===== src/meo_pkg.sv =====
// shared types, widths and command codes of the midpoint ellipse outline unit
package meo_pkg;

	localparam int RADIUS_BITS = 12;
	localparam int COORD_BITS  = 16;
	localparam int DIM_BITS    = 13;
	localparam int COLOR_W     = 32;
	localparam int CFG_IDX_W   = 1;

	localparam int STEP_W  = RADIUS_BITS + 1;
	localparam int SQ_W    = 2 * RADIUS_BITS;
	localparam int SLOPE_W = SQ_W + STEP_W + 3;
	localparam int DEC_W   = 2 * STEP_W + SQ_W + 6;
	localparam int OUT_W   = COORD_BITS + 1;
	localparam int MUL_A_W = SQ_W;
	localparam int MUL_B_W = 2 * STEP_W;
	localparam int PROD_W  = MUL_A_W + MUL_B_W;

	localparam logic [CFG_IDX_W-1:0] CFG_WIDTH  = 1'd0;
	localparam logic [CFG_IDX_W-1:0] CFG_HEIGHT = 1'd1;

	localparam logic MODE_START = 1'b0;
	localparam logic MODE_STEP  = 1'b1;

	localparam logic [2:0] MUL_RX_RX   = 3'd0;
	localparam logic [2:0] MUL_RY_RY   = 3'd1;
	localparam logic [2:0] MUL_RX2_RY  = 3'd2;
	localparam logic [2:0] MUL_X_X1    = 3'd3;
	localparam logic [2:0] MUL_RY2_P   = 3'd4;
	localparam logic [2:0] MUL_YM_YM   = 3'd5;
	localparam logic [2:0] MUL_RX2_P   = 3'd6;
	localparam logic [2:0] MUL_RX2_RY2 = 3'd7;

	localparam logic [3:0] OP_NONE     = 4'd0;
	localparam logic [3:0] OP_CAP_RX2  = 4'd1;
	localparam logic [3:0] OP_CAP_RY2  = 4'd2;
	localparam logic [3:0] OP_INIT_DEC = 4'd3;
	localparam logic [3:0] OP_ITER1    = 4'd4;
	localparam logic [3:0] OP_ITER2    = 4'd5;
	localparam logic [3:0] OP_ACC_LOAD = 4'd6;
	localparam logic [3:0] OP_ACC_ADD  = 4'd7;
	localparam logic [3:0] OP_ACC_SUB  = 4'd8;
	localparam logic [3:0] OP_DEC2     = 4'd9;
	localparam logic [3:0] OP_DEACT    = 4'd10;

	typedef logic signed [DEC_W-1:0] dec_t;

	typedef struct packed {
		logic       load;
		logic       emit;
		logic [2:0] mul_sel;
		logic [3:0] op;
	} cmd_t;

	typedef struct packed {
		logic active;
		logic region_two;
		logic slope_lt;
		logic y_pos;
		logic out_free;
	} stat_t;

	// n / 4 rounded half away from zero
	function automatic dec_t round_quarter(input dec_t n);
		dec_t m;
		m = -n;
		if (n >= 0) begin
			return (n + dec_t'(2)) >>> 2;
		end
		return -((m + dec_t'(2)) >>> 2);
	endfunction

endpackage


===== src/meo_ctrl.sv =====
// sequencer for start, step and region change of the ellipse rasterizer
module meo_ctrl import meo_pkg::*; (
	input  logic  clk,
	input  logic  arst_n,
	input  logic  in_valid,
	output logic  in_ready,
	input  logic  mode,
	input  stat_t stat,
	output cmd_t  cmd
);

	localparam logic [3:0] S_IDLE = 4'd0;
	localparam logic [3:0] S_SQX  = 4'd1;
	localparam logic [3:0] S_SQY  = 4'd2;
	localparam logic [3:0] S_SPY  = 4'd3;
	localparam logic [3:0] S_DEC0 = 4'd4;
	localparam logic [3:0] S_STEP = 4'd5;
	localparam logic [3:0] S_T1   = 4'd6;
	localparam logic [3:0] S_T2   = 4'd7;
	localparam logic [3:0] S_T3   = 4'd8;
	localparam logic [3:0] S_T4   = 4'd9;
	localparam logic [3:0] S_T5   = 4'd10;
	localparam logic [3:0] S_DEC2 = 4'd11;
	localparam logic [3:0] S_EMIT = 4'd12;

	logic [3:0] state_q;
	logic [3:0] state_d;
	logic       take;

	assign in_ready = (state_q == S_IDLE) || ((state_q == S_EMIT) && stat.out_free);
	assign take     = in_valid && in_ready;

	always_comb begin
		state_d     = state_q;
		cmd.load    = 1'b0;
		cmd.emit    = 1'b0;
		cmd.mul_sel = MUL_RX_RX;
		cmd.op      = OP_NONE;
		unique case (state_q)
			S_IDLE, S_EMIT: begin
				if (state_q == S_EMIT) begin
					cmd.emit = stat.out_free;
				end
				if (take) begin
					cmd.load = (mode == MODE_START);
					state_d  = (mode == MODE_START) ? S_SQX : S_STEP;
				end else if (state_q == S_EMIT && stat.out_free) begin
					state_d = S_IDLE;
				end
			end
			S_SQX: begin
				cmd.mul_sel = MUL_RX_RX;
				state_d     = S_SQY;
			end
			S_SQY: begin
				cmd.mul_sel = MUL_RY_RY;
				cmd.op      = OP_CAP_RX2;
				state_d     = S_SPY;
			end
			S_SPY: begin
				cmd.mul_sel = MUL_RX2_RY;
				cmd.op      = OP_CAP_RY2;
				state_d     = S_DEC0;
			end
			S_DEC0: begin
				cmd.op  = OP_INIT_DEC;
				state_d = S_EMIT;
			end
			S_STEP: begin
				priority if (!stat.active) begin
					state_d = S_IDLE;
				end else if (!stat.region_two && stat.slope_lt) begin
					cmd.op  = OP_ITER1;
					state_d = S_EMIT;
				end else if (!stat.region_two) begin
					cmd.mul_sel = MUL_X_X1;
					state_d     = S_T1;
				end else if (!stat.y_pos) begin
					cmd.op  = OP_DEACT;
					state_d = S_IDLE;
				end else begin
					cmd.op  = OP_ITER2;
					state_d = S_EMIT;
				end
			end
			S_T1: begin
				cmd.mul_sel = MUL_RY2_P;
				state_d     = S_T2;
			end
			S_T2: begin
				cmd.op      = OP_ACC_LOAD;
				cmd.mul_sel = MUL_YM_YM;
				state_d     = S_T3;
			end
			S_T3: begin
				cmd.mul_sel = MUL_RX2_P;
				state_d     = S_T4;
			end
			S_T4: begin
				cmd.op      = OP_ACC_ADD;
				cmd.mul_sel = MUL_RX2_RY2;
				state_d     = S_T5;
			end
			S_T5: begin
				cmd.op  = OP_ACC_SUB;
				state_d = S_DEC2;
			end
			S_DEC2: begin
				cmd.op  = OP_DEC2;
				state_d = S_STEP;
			end
			default: begin
				state_d = S_IDLE;
			end
		endcase
	end

	always_ff @(posedge clk or negedge arst_n) begin
		if (!arst_n) begin
			state_q <= S_IDLE;
		end else begin
			state_q <= state_d;
		end
	end

	a_start_seq: assert property (@(posedge clk) disable iff (!arst_n)
		(take && mode == MODE_START) |=> (state_q == S_SQX))
		else $error("start item did not enter the squaring sequence");

endmodule


===== src/meo_datapath.sv =====
// ellipse state registers, shared multiplier, decision update and output register
module meo_datapath import meo_pkg::*; (
	input  logic                        clk,
	input  logic                        arst_n,
	input  cmd_t                        cmd,
	output stat_t                       stat,
	input  logic signed [COORD_BITS-1:0] center_x,
	input  logic signed [COORD_BITS-1:0] center_y,
	input  logic [RADIUS_BITS-1:0]      radius_x,
	input  logic [RADIUS_BITS-1:0]      radius_y,
	input  logic [COLOR_W-1:0]          color,
	input  logic                        cfg_we,
	input  logic [CFG_IDX_W-1:0]        cfg_index,
	input  logic [DIM_BITS-1:0]         cfg_data,
	output logic                        out_valid,
	input  logic                        out_ready,
	output logic signed [OUT_W-1:0]     x_right,
	output logic signed [OUT_W-1:0]     x_left,
	output logic signed [OUT_W-1:0]     y_lower,
	output logic signed [OUT_W-1:0]     y_upper,
	output logic [3:0]                  inside_mask,
	output logic [COLOR_W-1:0]          pixel_color,
	output logic                        last
);

	logic [DIM_BITS-1:0]    width_q, height_q;
	logic                   active_q, region_two_q, out_valid_q;
	logic signed [COORD_BITS-1:0] cx_q, cy_q;
	logic [COLOR_W-1:0]     color_q;
	logic [RADIUS_BITS-1:0] rx_q, ry_q, y_q;
	logic [STEP_W-1:0]      x_q;
	logic [SQ_W-1:0]        rx2_q, ry2_q;
	logic [SLOPE_W-1:0]     spx_q, spy_q;
	dec_t                   dec_q, acc_q;
	logic [PROD_W-1:0]      prod_q;

	logic [MUL_A_W-1:0]     mul_a;
	logic [MUL_B_W-1:0]     mul_b;
	logic [RADIUS_BITS-1:0] ym;
	logic [SLOPE_W-1:0]     spx_up, spy_dn;
	dec_t                   rx2_d, ry2_d, prod4_d, spx_up_d, spy_dn_d;
	logic [STEP_W-1:0]      x_d;
	logic [RADIUS_BITS-1:0] y_d;
	logic [SLOPE_W-1:0]     spx_d, spy_d;
	dec_t                   dec_d, acc_d;
	logic signed [OUT_W-1:0] xr, xl, yl, yu;
	logic                   out_free;

	logic signed [OUT_W-1:0] xr_q, xl_q, yl_q, yu_q;
	logic [3:0]             mask_q;
	logic [COLOR_W-1:0]     pix_q;
	logic                   last_q;

	function automatic logic in_frame(input logic signed [OUT_W-1:0] px,
		input logic signed [OUT_W-1:0] py, input logic [DIM_BITS-1:0] w,
		input logic [DIM_BITS-1:0] h);
		return !px[OUT_W-1] && !py[OUT_W-1]
			&& (px[OUT_W-2:0] < (OUT_W-1)'(w)) && (py[OUT_W-2:0] < (OUT_W-1)'(h));
	endfunction

	assign ym       = y_q - 1'b1;
	assign out_free = !out_valid_q || out_ready;

	assign stat.active     = active_q;
	assign stat.region_two = region_two_q;
	assign stat.slope_lt   = spx_q < spy_q;
	assign stat.y_pos      = (y_q != '0);
	assign stat.out_free   = out_free;

	always_comb begin
		unique case (cmd.mul_sel)
			MUL_RX_RX: begin
				mul_a = MUL_A_W'(rx_q);
				mul_b = MUL_B_W'(rx_q);
			end
			MUL_RY_RY: begin
				mul_a = MUL_A_W'(ry_q);
				mul_b = MUL_B_W'(ry_q);
			end
			MUL_RX2_RY: begin
				mul_a = rx2_q;
				mul_b = MUL_B_W'(ry_q);
			end
			MUL_X_X1: begin
				mul_a = MUL_A_W'(x_q);
				mul_b = MUL_B_W'(x_q) + 1'b1;
			end
			MUL_RY2_P: begin
				mul_a = ry2_q;
				mul_b = prod_q[MUL_B_W-1:0];
			end
			MUL_YM_YM: begin
				mul_a = MUL_A_W'(ym);
				mul_b = MUL_B_W'(ym);
			end
			MUL_RX2_P: begin
				mul_a = rx2_q;
				mul_b = prod_q[MUL_B_W-1:0];
			end
			MUL_RX2_RY2: begin
				mul_a = rx2_q;
				mul_b = MUL_B_W'(ry2_q);
			end
			default: begin
				mul_a = '0;
				mul_b = '0;
			end
		endcase
	end

	always_comb begin
		rx2_d    = dec_t'(rx2_q);
		ry2_d    = dec_t'(ry2_q);
		prod4_d  = dec_t'(prod_q) <<< 2;
		spx_up   = spx_q + SLOPE_W'({ry2_q, 1'b0});
		spy_dn   = spy_q - SLOPE_W'({rx2_q, 1'b0});
		spx_up_d = dec_t'(spx_up);
		spy_dn_d = dec_t'(spy_dn);
		x_d      = x_q;
		y_d      = y_q;
		spx_d    = spx_q;
		spy_d    = spy_q;
		dec_d    = dec_q;
		acc_d    = acc_q;
		unique case (cmd.op)
			OP_INIT_DEC: begin
				spy_d = SLOPE_W'({prod_q, 1'b0});
				dec_d = round_quarter((ry2_d <<< 2) - prod4_d + rx2_d);
			end
			OP_ITER1: begin
				x_d   = x_q + 1'b1;
				spx_d = spx_up;
				if (dec_q < 0) begin
					dec_d = dec_q + ry2_d + spx_up_d;
				end else begin
					y_d   = y_q - 1'b1;
					spy_d = spy_dn;
					dec_d = dec_q + ry2_d + spx_up_d - spy_dn_d;
				end
			end
			OP_ITER2: begin
				y_d   = y_q - 1'b1;
				spy_d = spy_dn;
				if (dec_q > 0) begin
					dec_d = dec_q + rx2_d - spy_dn_d;
				end else begin
					x_d   = x_q + 1'b1;
					spx_d = spx_up;
					dec_d = dec_q + rx2_d - spy_dn_d + spx_up_d;
				end
			end
			OP_ACC_LOAD: acc_d = prod4_d + ry2_d;
			OP_ACC_ADD:  acc_d = acc_q + prod4_d;
			OP_ACC_SUB:  acc_d = acc_q - prod4_d;
			OP_DEC2:     dec_d = round_quarter(acc_q);
			default: begin
			end
		endcase
	end

	assign xr = {cx_q[COORD_BITS-1], cx_q} + $signed(OUT_W'(x_q));
	assign xl = {cx_q[COORD_BITS-1], cx_q} - $signed(OUT_W'(x_q));
	assign yl = {cy_q[COORD_BITS-1], cy_q} + $signed(OUT_W'(y_q));
	assign yu = {cy_q[COORD_BITS-1], cy_q} - $signed(OUT_W'(y_q));

	// control state and configuration
	always_ff @(posedge clk or negedge arst_n) begin
		if (!arst_n) begin
			width_q      <= DIM_BITS'(1024);
			height_q     <= DIM_BITS'(1024);
			active_q     <= 1'b0;
			region_two_q <= 1'b0;
			out_valid_q  <= 1'b0;
		end else begin
			if (cfg_we) begin
				unique case (cfg_index)
					CFG_WIDTH:  width_q  <= cfg_data;
					CFG_HEIGHT: height_q <= cfg_data;
					default: begin
					end
				endcase
			end
			if (cmd.load) begin
				active_q     <= 1'b1;
				region_two_q <= 1'b0;
			end else if (cmd.op == OP_DEACT || (cmd.emit && y_q == '0)) begin
				active_q <= 1'b0;
			end
			if (cmd.op == OP_DEC2) begin
				region_two_q <= 1'b1;
			end
			if (cmd.emit) begin
				out_valid_q <= 1'b1;
			end else if (out_ready) begin
				out_valid_q <= 1'b0;
			end
		end
	end

	// ellipse payload state
	always_ff @(posedge clk) begin
		prod_q <= mul_a * mul_b;
		dec_q  <= dec_d;
		acc_q  <= acc_d;
		spy_q  <= spy_d;
		if (cmd.load) begin
			cx_q    <= center_x;
			cy_q    <= center_y;
			color_q <= color;
			rx_q    <= radius_x;
			ry_q    <= radius_y;
			x_q     <= '0;
			y_q     <= radius_y;
			spx_q   <= '0;
		end else begin
			x_q   <= x_d;
			y_q   <= y_d;
			spx_q <= spx_d;
		end
		if (cmd.op == OP_CAP_RX2) begin
			rx2_q <= prod_q[SQ_W-1:0];
		end
		if (cmd.op == OP_CAP_RY2) begin
			ry2_q <= prod_q[SQ_W-1:0];
		end
		if (cmd.emit) begin
			xr_q   <= xr;
			xl_q   <= xl;
			yl_q   <= yl;
			yu_q   <= yu;
			mask_q <= {in_frame(xl, yu, width_q, height_q), in_frame(xr, yu, width_q, height_q),
				in_frame(xl, yl, width_q, height_q), in_frame(xr, yl, width_q, height_q)};
			pix_q  <= color_q;
			last_q <= (y_q == '0);
		end
	end

	assign out_valid   = out_valid_q;
	assign x_right     = xr_q;
	assign x_left      = xl_q;
	assign y_lower     = yl_q;
	assign y_upper     = yu_q;
	assign inside_mask = mask_q;
	assign pixel_color = pix_q;
	assign last        = last_q;

	a_emit_free: assert property (@(posedge clk) disable iff (!arst_n)
		cmd.emit |-> out_free)
		else $error("point set written over an item not yet taken");

	a_last_stops: assert property (@(posedge clk) disable iff (!arst_n)
		(cmd.emit && y_q == '0 && !cmd.load) |=> !active_q)
		else $error("ellipse still active after its last point set");

	a_region2_y: assert property (@(posedge clk) disable iff (!arst_n)
		(cmd.op == OP_ITER2 && !cmd.load) |=> (y_q == RADIUS_BITS'($past(y_q) - 1'b1)))
		else $error("region two iteration did not lower y");

endmodule


===== src/midpoint_ellipse_outline_unit.sv =====
// top level of the midpoint ellipse outline rasterizer
//
//  port group  direction  handshake              contents
//  in          input      in_valid / in_ready    mode, center, radii, color
//  out         output     out_valid / out_ready  four points, inside mask, color, last
//  cfg         input      cfg_we                 image_width (0), image_height (1)
//
// the start and the step that crosses into region two both go through the one
// shared multiplier
// the next item is taken in the same cycle a point set is loaded into the output register
// out_ready low holds the finished item and stops the block only when a new one is due
// reset clears the sequencer, the active flag and the output valid; sizes return to 1024
module midpoint_ellipse_outline_unit import meo_pkg::*; (
	input  logic                         clk,
	input  logic                         arst_n,
	input  logic                         in_valid,
	output logic                         in_ready,
	input  logic                         mode,
	input  logic signed [COORD_BITS-1:0] center_x,
	input  logic signed [COORD_BITS-1:0] center_y,
	input  logic [RADIUS_BITS-1:0]       radius_x,
	input  logic [RADIUS_BITS-1:0]       radius_y,
	input  logic [COLOR_W-1:0]           color,
	output logic                         out_valid,
	input  logic                         out_ready,
	output logic signed [OUT_W-1:0]      x_right,
	output logic signed [OUT_W-1:0]      x_left,
	output logic signed [OUT_W-1:0]      y_lower,
	output logic signed [OUT_W-1:0]      y_upper,
	output logic [3:0]                   inside_mask,
	output logic [COLOR_W-1:0]           pixel_color,
	output logic                         last,
	input  logic                         cfg_we,
	input  logic [CFG_IDX_W-1:0]         cfg_index,
	input  logic [DIM_BITS-1:0]          cfg_data
);

	cmd_t  cmd;
	stat_t stat;

	meo_ctrl u_ctrl (
		.clk      (clk),
		.arst_n   (arst_n),
		.in_valid (in_valid),
		.in_ready (in_ready),
		.mode     (mode),
		.stat     (stat),
		.cmd      (cmd)
	);

	meo_datapath u_datapath (
		.clk         (clk),
		.arst_n      (arst_n),
		.cmd         (cmd),
		.stat        (stat),
		.center_x    (center_x),
		.center_y    (center_y),
		.radius_x    (radius_x),
		.radius_y    (radius_y),
		.color       (color),
		.cfg_we      (cfg_we),
		.cfg_index   (cfg_index),
		.cfg_data    (cfg_data),
		.out_valid   (out_valid),
		.out_ready   (out_ready),
		.x_right     (x_right),
		.x_left      (x_left),
		.y_lower     (y_lower),
		.y_upper     (y_upper),
		.inside_mask (inside_mask),
		.pixel_color (pixel_color),
		.last        (last)
	);

endmodule

===== config.mk =====
export PLATFORM = sky130hd
export DESIGN_NAME = midpoint_ellipse_outline_unit
export DESIGN_NICKNAME = d
export VERILOG_FILES = /design/src/meo_pkg.sv /design/src/meo_ctrl.sv /design/src/meo_datapath.sv /design/src/midpoint_ellipse_outline_unit.sv
export SDC_FILE = /design/constraint.sdc
export NUM_CORES = 2
export LEC_CHECK = 0
export ABC_AREA = 1
export BUFFER_PORTS_ARGS = -buffer_cell sky130_fd_sc_hd__buf_4
export CORE_UTILIZATION = 55
export CTS_BUF_LIST = sky130_fd_sc_hd__clkbuf_8
export CTS_CLUSTER_DIAMETER = 150
export DETAILED_ROUTE_END_ITERATION = 10
export GPL_TIMING_DRIVEN = 1
export PLACE_DENSITY = 0.74
export SKIP_CTS_REPAIR_TIMING = 1
export SKIP_LAST_GASP = 1
export SLEW_MARGIN = 20
export SYNTH_ARGS = -nofsm -noshare
export SYNTH_HDL_FRONTEND = slang
export SYNTH_SLANG_ARGS = --single-unit
export TNS_END_PERCENT = 20

===== constraint.sdc =====
create_clock -name clk -period 16.5 [get_ports clk]
set_clock_uncertainty 0.05 [all_clocks]
set_input_delay 0.825 -clock clk [delete_from_list [all_inputs] [get_ports clk]]
set_output_delay 0.825 -clock clk [all_outputs]
set_load 0.005 [all_outputs]

==> impl_results.md <==
- Status: complete, no violations
- DIE AREA: between 100000 and 150000 um2
- Critical Path Sink Type: flip-flop
- Worst Path Max Fanout: 23
- Via count: around 83000
- Cell variety after synth: 80
- Commonest cells after routing, fill and taps aside: nand2_1, inv_1, nor2_1, a21oi_1, ha_1
- Core area: between 100000 and 150000 um2
- Top_reg_cell synth: edfxtp_1
- Tot GR Track Use: 0.439
- Tightest Pin Transition: 1.20 ns
- Routed Antenna Nets: 0
- GPL Wtd Cong: roughly 1.1
- DRT iter0 DRCs: 10600
- Fin crit share: 0.767
- Die Y: ~390 um
- Multi-input logic area: 57500 um2
- H-tree depth: 3
- Area delta synth->final: 7.69%
- Pre-Repair DR Iteration Count: 9
- Worst-Skew Late Latency: ~0.9 ns
- YS warnings: 0
- CP max stage cell: inv_1
- Initial antenna violation count: 16
- Port Buffers: 214
- Setup TNS: 0 ns
- Final setup fails: 0
- Starting density of the core: 0.556
- WL final: approximately 330000 um
- Via count of the first global-routing pass: 81200
- Die W: roughly 390 um
- Number of fill cells: between 10000 and 15000
- Synth Instances: roughly 12000
- Buf+Inv Stages, Crit Path: 12
- Worst slew margin: 0.191
- CTS tree: built
- RSZ-0062 raised after global routing: no
- GR Overflow Total: 0
- Share of post-route cells with drive strength above 1: 0.0737
- Post-synth EDFFs: 402
- Max_cap viols: 0
- Data arrival, critical path: 13.35 ns
- Most used cell, CP: inv_1
- Root buffer cell: clkbuf_8
- Fin. max-slew vios: 0
- DRC violations left: 0
- Worst path required time: 17.20 ns
- Critical path startpoint category: flip-flop
- Fin crit period: between 10 and 15 ns
- Post-DP HPWL: 276000 um
- Ports: ~220
- Register bit total from synthesis: ~540
- WL per Instance: about 24 um
- Number of CTS-inserted buffers: slightly above 100
- Syn avg cell area: about 7.0 um2
- Max frequency: between 0.07 and 0.08 GHz
- Leading cell type in the layout, fill and taps excluded: nand2_1
- Hold crit path type: input port to flip-flop
- Worst-path clk slew: 0.08 ns
- Final Net Count: around 13000
- Top post-synthesis cells by area: edfxtp_1, fa_1, nand2_1, ha_1, inv_1
- TritonCTS Sinks: 537
- Post-Syn Nets: between 10000 and 15000
- Site row count: 140
- Max incr delay on CP: ~0.84 ns
- Cell family with most CP delay: adder cells
- Synth Cell Area: 81400 um2
- FF+latch area: 14900 um2
- Drt via density: about 6.1
- Final Hold Vio Count: 0
- Crit Path Class: flip-flop to flip-flop
- Yosys top cell by area: edfxtp_1
- Top cell type's share of synthesized area: 0.148
- Asr flop ratio synth: 0.0615
- Register area share after synthesis: 0.184
- Largest net degree at the start of global routing: between 70 and 80
- CTS max path bufs: 3
- First-pass GRT wire length: 496000 um
==> worst reg2reg max path: cells and delay by family (launching register included) <==
kind / cells / cell delay, ns
adder cells (fa/ha/maj): 9 / 4.34
AO/OA/AOI/OAI: 14 / 3.35
buffers and inverters: 12 / 2.56
AND/OR/NAND/NOR: 10 / 1.64
flip-flops: 1 / 0.40
XOR/XNOR: 1 / 0.16
==> synthesized netlist by cell type (22+ instances only) <==
| library cell | instances |
|---|---|
| nand3b_1 | 25 |
| nor2_4 | 22 |
| nor3_1 | 140 |
| o2111ai_1 | 23 |
| o21ai_0 | 552 |
| nor2_2 | 74 |
| or2_2 | 34 |
| a21oi_1 | 742 |
| nor4_1 | 79 |
| dfxtp_1 | 102 |
| edfxtp_1 | 402 |
| o22ai_1 | 34 |
| a21boi_0 | 22 |
| nor2_1 | 1169 |
| o21a_1 | 30 |
| inv_1 | 2078 |
| a21o_1 | 29 |
| nand2_1 | 2482 |
| dfrtp_1 | 31 |
| o21ai_1 | 27 |
| o21bai_1 | 35 |
| clkinv_1 | 23 |
| a31oi_1 | 113 |
| fa_1 | 585 |
| ha_1 | 719 |
| nand2_2 | 93 |
| xor2_1 | 484 |
| clkbuf_1 | 228 |
| xnor2_1 | 125 |
| o211ai_1 | 49 |
| nand3_1 | 560 |
| inv_2 | 68 |
| nand4_1 | 164 |
==> routing by layer <==
layer,track usage,wire length (um),part of all wire,vias up
li1,-,-,-,37600
met1,0.594,132000,0.39,39600
met2,0.657,140000,0.42,5114
met3,0.107,44000,0.13,1016
met4,0.208,18000,0.054,8
met5,0,53,0.00016,-
==> final timing paths <==
kind | to | cells after the start | startpoint | slack [ns]
worst max-delay path | u_datapath.prod_q[46] | 46 | u_datapath.spy_q[2] | 3.85
worst min-delay path | u_datapath.color_q[22] | 1 | color[22] | 0.05
worst max register to register | u_datapath.prod_q[46] | 46 | u_datapath.spy_q[2] | 3.85
worst min register to register | u_datapath.pixel_color[26] | 0 | u_datapath.color_q[26] | 0.36
max in group asynchronous | u_datapath.width_q[10] | 2 | arst_n | 15.61
min in group asynchronous | u_datapath.height_q[2] | 2 | arst_n | 0.43
==> cell families (layout without fill, tap and decap cells) <==
| group | Yosys count | after routing | synth area share |
|---|---|---|---|
| xor gates and xnor gates | 612 | 612 | 0.0663 |
| AOI/OAI and AO/OA | 1772 | 1772 | 0.122 |
| DFF | 537 | 537 | 0.184 |
| other | 0 | 10 | 0 |
| and+or+nand+nor | 4924 | 4924 | 0.261 |
| adders and majority gates | 1304 | 1304 | 0.255 |
| buffers and inverters | 2421 | 2680 | 0.112 |
| muxes | 3 | 3 | 0.000369 |
==> layout make-up <==
class / instances / area share
sequential: 537 / 0.171
clock inverter: 79 / 0.00736
inverter: 2171 / 0.0931
clock buffer: 115 / 0.0181
timing repair buffer: 315 / 0.0270
tap: 1917 / 0.0274
antenna: 10 / 0.000286
multi-input combinational: 8615 / 0.656
==> metrics by stage <==
| step | utilization | cells | hold WS, ns | setup slack (ns) | cell area, um2 |
|---|---|---|---|---|---|
| floorplan | - | 11600 | 0.350 | 7.13 | 81400 |
| global placement | 0.584 | 13600 | 0.351 | 4.42 | 85300 |
| detailed placement | 0.584 | 13600 | 0.355 | 4.17 | 85300 |
| CTS | 0.599 | 13700 | -0.189 | 4.12 | 87600 |
| global route | 0.599 | 13800 | 0.0393 | 3.28 | 87600 |
| finish | 0.599 | 13800 | 0.0528 | 3.85 | 87600 |
==> registers in the layout (all words and copies together) (netlist names), 17 cells and up <==
register,flops
u_datapath.acc_q,56
u_datapath.color_q,32
u_datapath.dec_q,56
u_datapath.pixel_color,32
u_datapath.prod_q,50
u_datapath.rx2_q,24
u_datapath.ry2_q,24
u_datapath.spx_q,39
u_datapath.spy_q,39
u_datapath.x_left,17
u_datapath.y_upper,17
Power is not shown: default switching activity piles up to over one toggle a cycle in this logic, so the estimate is an artifact.
